$ cat src/rtl/der_tlv_stream_reader_macros.svh
`ifndef DER_TLV_STREAM_READER_MACROS_SVH
`define DER_TLV_STREAM_READER_MACROS_SVH

// Check a property on every clock, held off during reset.
`define DTSR_ASSERT(label, prop, msg) \
  label: assert property (@(posedge clk) disable iff (!rst_n) (prop)) else $error(msg);

// Check that a condition implies another in the same cycle.
`define DTSR_ASSERT_IMP(label, ante, cons, msg) \
  label: assert property (@(posedge clk) disable iff (!rst_n) (ante) |-> (cons)) \
    else $error(msg);

// Check that a condition implies another in the next cycle.
`define DTSR_ASSERT_NEXT(label, ante, cons, msg) \
  label: assert property (@(posedge clk) disable iff (!rst_n) (ante) |=> (cons)) \
    else $error(msg);

`endif

$ cat src/rtl/dtsr_pkg.sv
package dtsr_pkg;

  localparam int LENGTH_BITS = 24;
  localparam int LEN_OUT_W   = 24;
  localparam int MAX_NB      = LENGTH_BITS / 8;
  localparam logic [1:0] MAX_LEN_RST = 2'd3;
  localparam logic [7:0] LONG_FORM_BIT = 8'h80;
  localparam logic [7:0] NB_MASK       = 8'h7f;

  typedef enum logic [4:0] {
    PH_TAG     = 5'b00001,
    PH_LEN1    = 5'b00010,
    PH_LENX    = 5'b00100,
    PH_CONTENT = 5'b01000,
    PH_SKIP    = 5'b10000
  } phase_t;

  typedef enum logic [1:0] {
    ROLE_TAG     = 2'd0,
    ROLE_LEN     = 2'd1,
    ROLE_CONTENT = 2'd2,
    ROLE_IGNORED = 2'd3
  } role_t;

  typedef enum logic [1:0] {
    ERR_NONE      = 2'd0,
    ERR_TRUNC_HDR = 2'd1,
    ERR_BAD_LEN   = 2'd2,
    ERR_OVERRUN   = 2'd3
  } err_t;

  typedef struct packed {
    phase_t                 phase;
    logic [7:0]             tag;
    logic [1:0]             len_left;
    logic [LENGTH_BITS-1:0] accum;
    logic [LENGTH_BITS-1:0] content_left;
  } state_t;

  typedef struct packed {
    role_t                byte_role;
    logic [7:0]           element_tag;
    logic [LEN_OUT_W-1:0] element_length;
    logic                 header_done;
    logic [7:0]           content_byte;
    logic                 element_end;
    err_t                 error_code;
  } res_t;

  function automatic logic [LEN_OUT_W-1:0] len_to_out(input logic [LENGTH_BITS-1:0] v);
    logic [LENGTH_BITS+LEN_OUT_W-1:0] tmp;
    tmp = (LENGTH_BITS + LEN_OUT_W)'(v);
    return tmp[LEN_OUT_W-1:0];
  endfunction

endpackage

$ cat src/rtl/dtsr_in_if.sv
interface dtsr_in_if;
  logic       valid;
  logic       ready;
  logic [7:0] data_byte;
  logic       last_byte;

  modport source (output valid, output data_byte, output last_byte, input ready);
  modport sink   (input valid, input data_byte, input last_byte, output ready);
endinterface

$ cat src/rtl/dtsr_out_if.sv
interface dtsr_out_if;
  logic                            valid;
  logic                            ready;
  logic [1:0]                      byte_role;
  logic [7:0]                      element_tag;
  logic [dtsr_pkg::LEN_OUT_W-1:0]  element_length;
  logic                            header_done;
  logic [7:0]                      content_byte;
  logic                            element_end;
  logic [1:0]                      error_code;

  modport source (output valid, output byte_role, output element_tag,
                  output element_length, output header_done, output content_byte,
                  output element_end, output error_code, input ready);
  modport sink   (input valid, input byte_role, input element_tag,
                  input element_length, input header_done, input content_byte,
                  input element_end, input error_code, output ready);
endinterface

$ cat src/rtl/dtsr_step.sv
module dtsr_step (
  input  dtsr_pkg::state_t st,
  input  logic [7:0]       data_byte,
  input  logic             last_byte,
  input  logic [1:0]       max_len,
  output dtsr_pkg::state_t st_nxt,
  output dtsr_pkg::res_t   res
);
  import dtsr_pkg::*;

  logic [7:0]             nb;
  logic                   nb_bad;
  logic [LENGTH_BITS-1:0] accum_sh;
  logic [1:0]             left_dec;
  logic [LENGTH_BITS-1:0] cont_dec;
  logic [LENGTH_BITS-1:0] hdr_len;
  logic                   hdr_fire;

  assign nb       = data_byte & NB_MASK;
  assign nb_bad   = (nb == 8'd0) || (nb > {6'd0, max_len}) || (32'(nb) > MAX_NB);
  assign accum_sh = LENGTH_BITS'({st.accum, data_byte});
  assign left_dec = st.len_left - 2'd1;
  assign cont_dec = st.content_left - LENGTH_BITS'(1);

  always_comb begin
    st_nxt   = st;
    res      = '0;
    hdr_fire = 1'b0;
    hdr_len  = '0;
    res.element_tag = st.tag;
    case (st.phase)
      PH_TAG: begin
        res.byte_role   = ROLE_TAG;
        res.element_tag = data_byte;
        st_nxt.tag      = data_byte;
        st_nxt.accum    = '0;
        if (last_byte) begin
          res.error_code = ERR_TRUNC_HDR;
          st_nxt.phase   = PH_TAG;
        end else begin
          st_nxt.phase = PH_LEN1;
        end
      end
      PH_LEN1: begin
        res.byte_role = ROLE_LEN;
        if ((data_byte & LONG_FORM_BIT) != 8'd0) begin
          if (nb_bad) begin
            res.error_code = ERR_BAD_LEN;
            st_nxt.phase   = last_byte ? PH_TAG : PH_SKIP;
          end else if (last_byte) begin
            res.error_code = ERR_TRUNC_HDR;
            st_nxt.phase   = PH_TAG;
          end else begin
            st_nxt.len_left = nb[1:0];
            st_nxt.accum    = '0;
            st_nxt.phase    = PH_LENX;
          end
        end else begin
          hdr_fire = 1'b1;
          hdr_len  = LENGTH_BITS'({1'b0, data_byte});
        end
      end
      PH_LENX: begin
        res.byte_role   = ROLE_LEN;
        st_nxt.accum    = accum_sh;
        st_nxt.len_left = left_dec;
        if (left_dec == 2'd0) begin
          hdr_fire = 1'b1;
          hdr_len  = accum_sh;
        end else if (last_byte) begin
          res.error_code = ERR_TRUNC_HDR;
          st_nxt.phase   = PH_TAG;
        end
      end
      PH_CONTENT: begin
        res.byte_role       = ROLE_CONTENT;
        res.content_byte    = data_byte;
        res.element_length  = len_to_out(st.accum);
        st_nxt.content_left = cont_dec;
        if (cont_dec == '0) begin
          res.element_end = 1'b1;
          st_nxt.phase    = PH_TAG;
        end else if (last_byte) begin
          res.error_code = ERR_OVERRUN;
          st_nxt.phase   = PH_TAG;
        end
      end
      default: begin
        res.byte_role = ROLE_IGNORED;
        st_nxt.phase  = last_byte ? PH_TAG : PH_SKIP;
      end
    endcase

    if (hdr_fire) begin
      st_nxt.accum       = hdr_len;
      res.header_done    = 1'b1;
      res.element_length = len_to_out(hdr_len);
      if (hdr_len == '0) begin
        res.element_end = 1'b1;
        st_nxt.phase    = PH_TAG;
      end else if (last_byte) begin
        res.error_code = ERR_OVERRUN;
        st_nxt.phase   = PH_TAG;
      end else begin
        st_nxt.content_left = hdr_len;
        st_nxt.phase        = PH_CONTENT;
      end
    end
  end
endmodule

$ cat src/rtl/der_tlv_stream_reader.sv
// Streaming DER tag-length-value splitter. Bytes of a buffer arrive on in_ch,
// one per request, with last_byte on the final byte; every byte gives exactly
// one result request on out_ch carrying its role (tag, length, content or
// ignored), the current tag and length, the content byte, header and element
// end flags, and an error code. One byte is taken per clock cycle: the next
// parser state is combinational and each result lands in one output register,
// so a new byte is taken whenever that register is empty or being drained in
// the same cycle. An accepted byte's result is offered in the next cycle.
// cfg_wdata written with cfg_we sets the largest accepted count of long-form
// length bytes (reset 3); write it only while no byte is in flight.
`include "der_tlv_stream_reader_macros.svh"

module der_tlv_stream_reader (
  input  logic              clk,
  input  logic              rst_n,
  dtsr_in_if.sink           in_ch,
  dtsr_out_if.source        out_ch,
  input  logic              cfg_we,
  input  logic [1:0]        cfg_wdata
);
  import dtsr_pkg::*;

  logic       max_len_r;
  logic [1:0] max_len_q_r;
  state_t     st_r;
  state_t     st_nxt;
  res_t       res_r;
  res_t       res_nxt;
  logic       out_valid_r;
  logic       in_acc;

  assign in_ch.ready = !out_valid_r || out_ch.ready;
  assign in_acc      = in_ch.valid && in_ch.ready;

  dtsr_step u_step (
    .st        (st_r),
    .data_byte (in_ch.data_byte),
    .last_byte (in_ch.last_byte),
    .max_len   (max_len_q_r),
    .st_nxt    (st_nxt),
    .res       (res_nxt)
  );

  always_ff @(posedge clk) begin
    if (!rst_n) begin
      max_len_q_r <= MAX_LEN_RST;
      max_len_r   <= 1'b0;
    end else if (cfg_we) begin
      max_len_q_r <= cfg_wdata;
      max_len_r   <= 1'b1;
    end
  end

  always_ff @(posedge clk) begin
    if (!rst_n) begin
      st_r        <= '{phase: PH_TAG, default: '0};
      out_valid_r <= 1'b0;
    end else begin
      if (in_acc) begin
        st_r        <= st_nxt;
        out_valid_r <= 1'b1;
      end else if (out_ch.ready) begin
        out_valid_r <= 1'b0;
      end
    end
  end

  always_ff @(posedge clk) begin
    if (in_acc) begin
      res_r <= res_nxt;
    end
  end

  assign out_ch.valid          = out_valid_r;
  assign out_ch.byte_role      = res_r.byte_role;
  assign out_ch.element_tag    = res_r.element_tag;
  assign out_ch.element_length = res_r.element_length;
  assign out_ch.header_done    = res_r.header_done;
  assign out_ch.content_byte   = res_r.content_byte;
  assign out_ch.element_end    = res_r.element_end;
  assign out_ch.error_code     = res_r.error_code;

  `DTSR_ASSERT_NEXT(a_acc_gives_result, in_acc, out_valid_r, "accepted byte lost")
  `DTSR_ASSERT_IMP(a_err_restarts, out_valid_r && res_r.error_code != ERR_NONE,
    st_r.phase == PH_TAG || st_r.phase == PH_SKIP, "error did not stop parsing")
  `DTSR_ASSERT_IMP(a_hdr_on_len, out_valid_r && res_r.header_done,
    res_r.byte_role == ROLE_LEN, "header done on non-length byte")
  `DTSR_ASSERT_IMP(a_end_role, out_valid_r && res_r.element_end,
    res_r.byte_role == ROLE_LEN || res_r.byte_role == ROLE_CONTENT,
    "element end on wrong role")
  `DTSR_ASSERT_NEXT(a_cfg_held, !cfg_we && max_len_r, $stable(max_len_q_r),
    "length limit changed without write")
endmodule
$ cat src/flat_wrapper.sv
// flat-port wrapper written by rule: the top's interface ports become plain ports
module der_tlv_stream_reader_flat import dtsr_pkg::*;
  (clk, rst_n, cfg_we, cfg_wdata, in_ch_valid, in_ch_data_byte, in_ch_last_byte, in_ch_ready, out_ch_valid, out_ch_byte_role, out_ch_element_tag, out_ch_element_length, out_ch_header_done, out_ch_content_byte, out_ch_element_end, out_ch_error_code, out_ch_ready);
  dtsr_in_if in_ch_i ();
  dtsr_out_if out_ch_i ();
  input  logic clk;
  input  logic rst_n;
  input  logic cfg_we;
  input  logic [1:0] cfg_wdata;
  input wire logic [$bits(in_ch_i.valid)-1:0] in_ch_valid;
  input wire logic [$bits(in_ch_i.data_byte)-1:0] in_ch_data_byte;
  input wire logic [$bits(in_ch_i.last_byte)-1:0] in_ch_last_byte;
  output wire logic [$bits(in_ch_i.ready)-1:0] in_ch_ready;
  output wire logic [$bits(out_ch_i.valid)-1:0] out_ch_valid;
  output wire logic [$bits(out_ch_i.byte_role)-1:0] out_ch_byte_role;
  output wire logic [$bits(out_ch_i.element_tag)-1:0] out_ch_element_tag;
  output wire logic [$bits(out_ch_i.element_length)-1:0] out_ch_element_length;
  output wire logic [$bits(out_ch_i.header_done)-1:0] out_ch_header_done;
  output wire logic [$bits(out_ch_i.content_byte)-1:0] out_ch_content_byte;
  output wire logic [$bits(out_ch_i.element_end)-1:0] out_ch_element_end;
  output wire logic [$bits(out_ch_i.error_code)-1:0] out_ch_error_code;
  input wire logic [$bits(out_ch_i.ready)-1:0] out_ch_ready;
  assign in_ch_i.valid = in_ch_valid;
  assign in_ch_i.data_byte = in_ch_data_byte;
  assign in_ch_i.last_byte = in_ch_last_byte;
  assign in_ch_ready = in_ch_i.ready;
  assign out_ch_valid = out_ch_i.valid;
  assign out_ch_byte_role = out_ch_i.byte_role;
  assign out_ch_element_tag = out_ch_i.element_tag;
  assign out_ch_element_length = out_ch_i.element_length;
  assign out_ch_header_done = out_ch_i.header_done;
  assign out_ch_content_byte = out_ch_i.content_byte;
  assign out_ch_element_end = out_ch_i.element_end;
  assign out_ch_error_code = out_ch_i.error_code;
  assign out_ch_i.ready = out_ch_ready;
  der_tlv_stream_reader u_core (.clk(clk), .rst_n(rst_n), .in_ch(in_ch_i), .out_ch(out_ch_i), .cfg_we(cfg_we), .cfg_wdata(cfg_wdata));
endmodule
$ cat config.mk
export PLATFORM = sky130hd
export DESIGN_NAME = der_tlv_stream_reader_flat
export DESIGN_NICKNAME = d
export VERILOG_FILES = /design/src/rtl/dtsr_pkg.sv /design/src/rtl/dtsr_in_if.sv /design/src/rtl/dtsr_out_if.sv /design/src/rtl/dtsr_step.sv /design/src/rtl/der_tlv_stream_reader.sv /design/src/flat_wrapper.sv
export VERILOG_INCLUDE_DIRS = /design/src /design/src/rtl
export SDC_FILE = /design/constraint.sdc
export NUM_CORES = 1
export LEC_CHECK = 0
export BUFFER_PORTS_ARGS = -buffer_cell sky130_fd_sc_hd__buf_2
export CAP_MARGIN = 20
export CORE_MARGIN = 1
export CORE_UTILIZATION = 55
export CTS_CLUSTER_SIZE = 10
export DETAILED_ROUTE_END_ITERATION = 10
export PLACE_DENSITY = 0.78
export SYNTH_ARGS = -nofsm -noshare
export SYNTH_HDL_FRONTEND = slang
export SYNTH_SLANG_ARGS = --single-unit
export TNS_END_PERCENT = 10
$ cat constraint.sdc
create_clock -name clk -period 8.65 [get_ports clk]
set_clock_uncertainty 0.1 [all_clocks]
set_input_delay 0.4325 -clock clk [delete_from_list [all_inputs] [get_ports clk]]
set_output_delay 0.4325 -clock clk [all_outputs]
set_load 0.02 [all_outputs]
Word-level counts from Yosys, hierarchy flattened

Index checks and enable logic that the tools add are counted.

$lt $le $gt $ge: 2
Muxes and demuxes: 46
Bitwise gates (word level): 0
$mul: 0
Shift-type cells: 0
Add/subtract/negate cells: 2
Reductions and logical operators: 16
Divide/modulo/power cells: 0
Equality and inequality tests: 11

Operators by type and width:

| cell                  | number |
|---|---|
| $mux 24               | 5 |
| $mux 26               | 3 |
| $pmux 24 s3           | 1 |
| $logic_not 24->1      | 2 |
| $mux 48               | 1 |
| $pmux 24 s2           | 1 |
| $mux 5                | 7 |
| $mux 25               | 1 |
| $sub 24x1->24 const B | 1 |
| $pmux 5 s4            | 1 |
| $mux 2                | 8 |
| $ne 3x3->1 const B    | 4 |
| $reduce_and 5->1      | 2 |
| $logic_not 8->1       | 1 |
| $mux 1                | 8 |
| $mux 4                | 2 |
| $mux 8                | 1 |
| $pmux 2 s4            | 1 |
| $gt 7x2->1            | 1 |
| $gt 7x2->1 const B    | 1 |
| $mux 7                | 1 |
| $mux 3                | 2 |
| $ne 2x2->1 const B    | 3 |
| $pmux 2 s3            | 1 |
| 15 further kinds      | 18 |

Output and inout port bits: 48
Memories: 0
Bits in registers: 112
Memory bits (read-only): 0
Input bits: 16
Bits in writable memories: 0
Latch bits: 0

Depth between registers and ports, before layout

Gate-level depths: netlist (run 1).

Word-level depth: 9
Mapped depth: 10
Depth with buffers taken out: 9

Hierarchy

A second synthesis (run 1) with hierarchy kept.

Cell total of the unflattened synthesis: 707
Area, all modules: 6500.0 um^2

By module, submodules not included:

| module                | seq. area each (um^2) | area an instance (um^2) | instances | cells each |
|---|---|---|---|---|
| der_tlv_stream_reader | 2702.6                | 4062.6                  | 1         | 330 |
| dtsr_step             | 0.0                   | 2437.3                  | 1         | 377 |

Least setup slack after synthesis (run 1)

No wires, ideal clock.

Path kind: input to register
Start point: input port out_ch_ready
End point: register u_core.st_r[2] (netlist name)
Arrival: 3.057 ns
Setup slack: 5.422 ns
Stages: 7
Buffers on the path: 2
Cells stage by stage: nand2b_1 nand2_1 inv_1 clkbuf_1 clkbuf_1 o211ai_1 a21oi_1

Cells in the longest elaborated chain, start to end: 2

RTL lines:

| item                 | line                        | text |
|---|---|---|
| start, declared      | flat_wrapper.sv:22          | `input wire logic [$bits(out_ch_i.ready)-1:0] out_ch_ready;` |
| $logic_or 1x1->1     | der_tlv_stream_reader.sv:32 | `assign in_ch.ready = !out_valid_r \|\| out_ch.ready;` |
| $logic_and 1x1->1    | der_tlv_stream_reader.sv:33 | `assign in_acc = in_ch.valid && in_ch.ready;` |
| net u_core.in_acc    | der_tlv_stream_reader.sv:30 | `logic in_acc;` |
| end signal, assigned | der_tlv_stream_reader.sv:60 | `st_r <= st_nxt;` |
| end, declared        | der_tlv_stream_reader.sv:25 | `state_t st_r;` |

The timed path passes the listed nets, and every way through them passes these cells.
A chain may end at the register's enable or synchronous reset.

Worst setup path after layout (run 1)

Start point: register u_core.st_r[58] (netlist name)
End point: register u_core.st_r[1] (netlist name)

Cells in the longest elaborated chain, start to end: 5

RTL lines:

| item                                               | line                              | text |
|---|---|---|
| $eq 5x3->1 (tied with other cells)                 | dtsr_step.sv:31                   | `case (st.phase)` |
| $pmux 24 s2 / $mux 24 (equally long branches)      | dtsr_step.sv:31                   |  |
| $logic_not 24->1 / $mux 24 (equally long branches) | dtsr_step.sv:98, dtsr_step.sv:101 |  |
| $mux 24                                            | dtsr_step.sv:98                   | `if (hdr_len == '0) begin` |
| $mux 48 *                                          | dtsr_step.sv:94                   | `if (hdr_fire) begin` |

Mark *: on every way between the ends. The rest lies on a longest branch, timed or not.

==> results.py, run 1 <==
metrics = {
    "run_status": {
        "status": "finished clean",
    },
    "global_route": {
        "grt-ovfl-total": 0,
        "first_global_vias": 4352,
        "antenna_found_initial": 0,
        "grt_max_degree": 83,
        "grt_usage_pct": 27.2,
        "grt_pass1_wl_mm": 21.8,
    },
    "floorplanning": {
        "rows": 36,
        "die_x_um": 102,
        "initial_core_util_pct": 56.5,
        "core-area_um2": 9730,
        "fp.dieH_um": 102,
        "design.die.area_um2": 10400,
        "ioPinCount": 64,
    },
    "synth": {
        "synth_xor_area_share_pct": 1.75,
        "synth_compound_area_share_pct": 18.5,
        "synth_top_area_share_pct": 25.1,
        "synth-edff-count": 46,
        "yosys-mux-area-fraction_pct": 1.62,
        "synthFlopType": "dfxtp_1",
        "synth_largest_area_cell": "edfxtp_1",
        "yosys_register_bits": 112,
        "synth-adder-area-share_pct": 1.14,
        "synth_fp_nets": 621,
        "ys_types": 67,
        "ys.warnings.count": 0,
        "syn_inst": 600,
        "yosys.area_share.simple_pct": 23.2,
        "synth_async_sr_flop_share_pct": 0,
        "synth.avg_cell_area_um2": 9.17,
        "synth_top_family_by_area": "simple AND/OR/NAND/NOR gates",
        "ys_seq_area_share_pct": 49.1,
        "syn_area_um2": 5500,
        "synth.area.top_cells": "edfxtp_1 (25%), dfxtp_1 (24%), nand2_1 (5.4%)",
    },
    "setup_path": {
        "critPathCaptureType": "flip-flop",
        "worst-setup-path-type": "flip-flop to flip-flop",
        "path_cells": "nor2_1, and4_1, o41ai_2, a21oi_2, buf_4, a211oi_2, a311oi_1, a211oi_1",
        "worstPathRequired_ps": 8790,
        "cpMaxStageDelayCell": "and4_1",
        "cp_slowest_stage_delay_ps": 750,
        "cp-start-kind": "flip-flop",
        "crit_fanout": 31,
        "crit_arrival_ps": 3170,
    },
    "layout": {
        "instances_no_fill": 774,
        "register_area_um2": 2700,
        "nFillCells": 824,
        "nets": 657,
        "antennaDiodeCount": 0,
        "final_area_um2": 6020,
        "area_delta_synth_final_pct": 9.37,
        "drive_above_1_share_pct": 17.5,
        "multiInputGateArea_um2": 2540,
    },
    "clock_tree": {
        "tritoncts": "done",
        "clkTransAtPathRegs_ps": 100,
        "clk_latency_ps": 380,
        "postCtsSetupBuffers": 0,
        "cts_resized": 0,
        "htreeDepth": 3,
        "cts-root-buf": "clkbuf_8",
        "ctsLongestPathBuffers": 2,
        "holdBufCountCts": 0,
        "numCtsBuffers": 9,
        "cts_sinks": 112,
    },
    "place": {
        "dp_hpwl_mm": 9.08,
        "place_inst": 757,
        "post_dp_cell_area_um2": 5830,
        "gp_congestion": 0.980,
        "port_buffers": 63,
    },
    "drt": {
        "vias_per_cell": 6.23,
        "wl_per_cell_um": 17.8,
        "vias": 4820,
        "drc": 0,
        "firstDrtPassIters": 5,
        "wirelength_mm": 13.8,
        "drtIter0Drc": 450,
        "final_antenna_net_count": 0,
    },
    "timing": {
        "fmax_mhz": 330,
        "fin_crit_ps": 3030,
        "fin_crit_sh_pct": 35.0,
        "hold_viol": 0,
        "slew_headroom_pct": 33.5,
        "setup_violations": 0,
        "tightestPinTransition_ps": 995,
        "drv_slew": 0,
        "setup_tns_ps": 0,
        "grt_setup_unrepaired": "false",
    },
    "hold_path": {
        "hold_path_class": "input port to flip-flop",
    },
    "power": {
        "powerDensity_nw_per_um2": 162,
        "ir_worst_vdd_mv": 0.0763,
        "p_leak_nw": 2.21,
    },
    "run": {
        "drv_cap": 0,
    },
}
[critical path, delay by kind of cell (launching register included)]
| family | cells | cell delay, ps |
|---|---|---|
| and+or+nand+nor | 2 | 1010 |
| buffers and inverters | 1 | 340 |
| DFF | 1 | 390 |
| AOI/OAI and AO/OA | 5 | 1050 |
[cell usage in the layout (no fill, tap or decap), types with 3 or more instances in the layout]
cell / count
a32oi_1: 4
inv_1: 16
nor2_1: 50
nand4_1: 6
nor3_1: 27
a211oi_1: 3
nand3b_1: 4
buf_4: 5
and3_1: 3
buf_2: 63
dfxtp_1: 66
xor2_1: 3
o211ai_1: 4
clkbuf_8: 10
and2_1: 9
a31oi_1: 8
or4_1: 5
o22ai_1: 4
o21ai_0: 24
edfxtp_1: 46
nor4_1: 8
a21oi_1: 49
nand3_1: 38
xnor2_1: 8
ha_1: 5
mux2_2: 7
o221a_2: 3
nor2b_1: 3
nor4_2: 4
nand2_1: 79
a22o_1: 17
a22oi_1: 9
[stage by stage]
step / worst slack, ps / power (W) / utilization [%] / hold slack [ps]
3_3_place_gp: 5620 / 0.000691 / 59.9 / 338
4_1_cts: 5410 / 0.000978 / 61.8 / 168
2_1_floorplan: 5420 / 0.000661 / - / 332
6_report: 5620 / 0.000977 / 61.8 / 170
3_5_place_dp: 5420 / 0.000693 / 59.9 / 346
5_1_grt: 5420 / 0.00101 / 61.8 / 192
[final cells by class]
cell class	instances	area share (%)
Clock buffer	10	2.29
Clock inverter	6	0.728
Inverter	17	1.06
Multi-Input combinational cell	427	42.2
Sequential cell	112	44.9
Tap cell	133	2.77
Timing Repair Buffer	69	5.99
[cells in the mapped netlist, types with 3 or more instances]
cell type and count:
a211oi_1 3, a21oi_1 49, a22o_1 17, a22oi_1 9
a31oi_1 8, a32oi_1 4, and2_1 9, and3_1 3
buf_1 6, buf_2 10, clkbuf_1 26, dfxtp_1 66
edfxtp_1 46, ha_1 5, inv_1 17, mux2_2 7
nand2_1 79, nand3_1 38, nand3b_1 4, nand4_1 6
nor2_1 50, nor2b_1 3, nor3_1 27, nor4_1 8
nor4_2 4, o211ai_1 4, o21ai_0 24, o221a_2 3
o22ai_1 4, or4_1 5, xnor2_1 8, xor2_1 3
[path summary, 6_finish.rpt]
kind / endpoint / startpoint / depth (start not counted) / slack, ps
setup / recovery: u_core.st_r[1]$_SDFFE_PN0P_ / u_core.st_r[58]$_SDFFE_PN1P_ / 8 / 5620
hold / removal: u_core.max_len_q_r[0]$_SDFFE_PN1P_ / cfg_wdata[0] / 3 / 170
setup reg to reg: u_core.st_r[1]$_SDFFE_PN0P_ / u_core.st_r[58]$_SDFFE_PN1P_ / 8 / 5620
hold reg to reg: u_core.st_r[40]$_SDFFE_PN0P_ / u_core.st_r[40]$_SDFFE_PN0P_ / 2 / 360
[registers in the layout, indices dropped and copies added (netlist names)]
register	count
u_core.out_ch.element_tag	8
u_core.out_ch.byte_role	2
u_core.out_ch.error_code	2
u_core.out_ch.content_byte	8
u_core.max_len_q_r	2
u_core.out_ch.element_end	1
u_core.out_ch.element_length	24
u_core.st_r	63
u_core.out_ch.header_done	1
u_core.out_ch.valid	1
[where the power goes]
group / switching, W / leakage, nW / internal (W)
Combinational: 0.0000759 / 1.12 / 0.0000320
Clock: 0.000181 / 0.0878 / 0.000114
Sequential: 0.00000626 / 0.998 / 0.000568
[kinds of logic (layout without fill, tap and decap cells)]
logic type	count (synthesis)	after routing
AO/OA/AOI/OAI	151	151
XOR/XNOR	11	11
adder cells (fa/ha/maj)	5	5
buffers and inverters	61	102
flip-flops	112	112
multiplexers	8	8
AND/OR/NAND/NOR	252	252
[metal layers]
layer	vias up	global-route usage (%)	share of wire, %
li1	2262	-	-
met1	2287	35.9	43
met2	249	45.0	48
met3	22	3.83	7.5
met4	0	10.9	1.8
met5	-	0	0
Power figures use the tool's default switching activity.
==> run 2, diff against run 1 <==
==> constraint.sdc (replaced) <==
create_clock -name clk -period 3.1 [get_ports clk]
set_clock_uncertainty 0.1 [all_clocks]
set_input_delay 0.155 -clock clk [delete_from_list [all_inputs] [get_ports clk]]
set_output_delay 0.155 -clock clk [all_outputs]
set_load 0.02 [all_outputs]
==> run 2 against run 1 <==
  * The run now ends with design-rule violations left
  * Die area did not move
  * Setup slack got worse by 5300 ps
  * First-iteration DRC count rose by 6.7%
  * Wire length fell by 0.80%
  * Sequential share of layout area fell by 1.4 points
  * Combinational power rose to 3.0 times the previous value
  * Critical endpoint is now u_core.out_ch.error_code[0]$_DFFE_PP_
==> results.py, run 2 (same netlist as run 1, synthesis figures left out) <==
metrics = {
    "clock_tree": {
        "numCtsBuffers": 9,
        "clkTransAtPathRegs_ps": 100,
        "postCtsSetupBuffers": 0,
        "cts_sinks": 112,
        "clk_latency_ps": 390,
        "cts-root-buf": "clkbuf_8",
        "ctsLongestPathBuffers": 2,
        "htreeDepth": 3,
        "tritoncts": "done",
    },
    "global_route": {
        "antenna_found_initial": 0,
        "grt_usage_pct": 27.1,
        "grt_pass1_wl_mm": 21.6,
        "first_global_vias": 4261,
        "grt-ovfl-total": 0,
        "grt_max_degree": 41,
    },
    "floorplanning": {
        "die_x_um": 102,
        "design.die.area_um2": 10400,
        "initial_core_util_pct": 56.5,
        "fp.dieH_um": 102,
        "rows": 36,
        "ioPinCount": 64,
        "core-area_um2": 9730,
    },
    "setup_path": {
        "crit_arrival_ps": 2800,
        "worstReg2RegStart": "u_core.st_r[1]$_SDFFE_PN0P_",
        "r2r_end": "u_core.out_ch.error_code[0]$_DFFE_PP_",
        "cpMaxStageDelayCell": "nor4_4",
        "worst-setup-path-type": "flip-flop to flip-flop",
        "cp_slowest_stage_delay_ps": 370,
        "cp-start-kind": "flip-flop",
        "worstPathRequired_ps": 3150,
        "crit_path_start": "u_core.st_r[1]$_SDFFE_PN0P_",
        "cpMostUsedCell": "nor2_1",
        "ff2ff_setup_slack_ps": 350,
        "path_cells": "inv_1, ha_1, nor3b_2, nand4_1, nor2_1, xnor2_1, nor4_4, nor2_1, o31a_1",
        "cp-endpoint": "u_core.out_ch.error_code[0]$_DFFE_PP_",
        "crit_fanout": 9,
        "critPathCaptureType": "flip-flop",
        "reg2reg_depth": 9,
    },
    "power": {
        "swShare_pct": 27.1,
        "p_total_w": 0.00273,
        "p_sw_w": 0.000741,
        "ir_worst_vdd_mv": 0.257,
        "power_frac_comb_pct": 11.9,
        "powerDensity_nw_per_um2": 440,
        "p_leak_nw": 2.30,
        "p_seq_share_pct": 58.7,
        "internal_power_w": 0.00199,
        "clkPwrFrac_pct": 29.5,
    },
    "hold_path": {
        "hold_depth": 2,
        "hold_path_class": "input port to flip-flop",
    },
    "layout": {
        "fin_util_pct": 63.8,
        "antennaDiodeCount": 0,
        "top_register": "u_core.st_r",
        "largest_register_ffs": 63,
        "final_area_um2": 6210,
        "drive_above_1_share_pct": 18.3,
        "layout_commonest_cell": "nand2_1",
        "nets": 678,
        "final_cell_mix": "nand2_1 (79), dfxtp_1 (66), buf_2 (63)",
        "area_delta_synth_final_pct": 12.9,
    },
    "timing": {
        "fin_crit_ps": 2750,
        "drv_slew": 0,
        "tightestPinTransition_ps": 692,
        "hold_viol": 0,
        "fmax_mhz": 363,
        "setup_violations": 0,
        "fin_crit_sh_pct": 88.8,
        "slew_headroom_pct": 53.5,
        "setup_tns_ps": 0,
        "grt_setup_unrepaired": "false",
    },
    "place": {
        "gp_congestion": 0.933,
        "dp_hpwl_mm": 9.32,
        "post_dp_cell_area_um2": 5910,
        "port_buffers": 63,
    },
    "run_status": {
        "status": "finished with violations",
        "violations": "design-rule violations",
    },
    "drt": {
        "drc": 1,
        "vias": 4899,
        "vias_per_cell": 6.16,
        "drtIter0Drc": 480,
        "firstDrtPassIters": 8,
        "wl_per_cell_um": 17.2,
        "wirelength_mm": 13.7,
        "final_antenna_net_count": 0,
    },
    "run": {
        "drv_cap": 0,
    },
}
[run 2: power groups by stage]
stage	clock network, W	registers, W	logic [W]
floorplan	0	0.00168	0.000163
global placement	0	0.00163	0.000304
detailed placement	0	0.00164	0.000309
CTS	0.000808	0.00160	0.000322
global route	0.000860	0.00161	0.000347
finish	0.000805	0.00160	0.000324
[run 2: repair_timing]
item	in CTS	in global routing
hold buffers	12	0
endpoints found under the hold margin	7	0
gates resized for setup	0	0
[run 2: cell type report]
class	count	area (µm²)
multi-input combinational	427	2540
fill	810	3520
sequential	112	2700
clock inverter	6	45.0
inverter	17	63.8
clock buffer	10	128
timing repair buffer	90	561
tap	133	166
[run 2: worst max-delay path: cells and delay by family, from the launching register on]
family | cells | cell delay, ps
flip-flops | 1 | 350
buffers and inverters | 1 | 110
adder cells (fa/ha/maj) | 1 | 320
XOR/XNOR | 1 | 150
AND/OR/NAND/NOR | 5 | 1190
AO/OA/AOI/OAI | 1 | 300
[run 2: per-layer routing]
metal	wire, µm	share of wire (%)	global-route usage (%)
met1	6070	44	35.8
met2	6360	46	43.5
met3	927	6.8	5.68
met4	328	2.4	10.9
met5	0	0	0
[run 2: worst min path at each step]
stage                 start  slack [ps]                                 end
6_report              rst_n          10        u_core.st_r[58]$_SDFFE_PN1P_
4_1_cts               rst_n           3        u_core.st_r[58]$_SDFFE_PN1P_
3_3_place_gp   cfg_wdata[1]         270  u_core.max_len_q_r[1]$_SDFFE_PN1P_
3_5_place_dp   cfg_wdata[0]         280  u_core.max_len_q_r[0]$_SDFFE_PN1P_
2_1_floorplan        cfg_we         180  u_core.max_len_q_r[1]$_SDFFE_PN1P_
5_1_grt               rst_n           9        u_core.st_r[58]$_SDFFE_PN1P_
[run 2: per-stage QoR]
stage	instances	worst slack (ps)	hold WS (ps)
global placement	767	463	273
detailed placement	767	392	280
global route	795	155	8.62
CTS	795	376	2.66
floorplan	600	582	181
finish	795	347	13.4
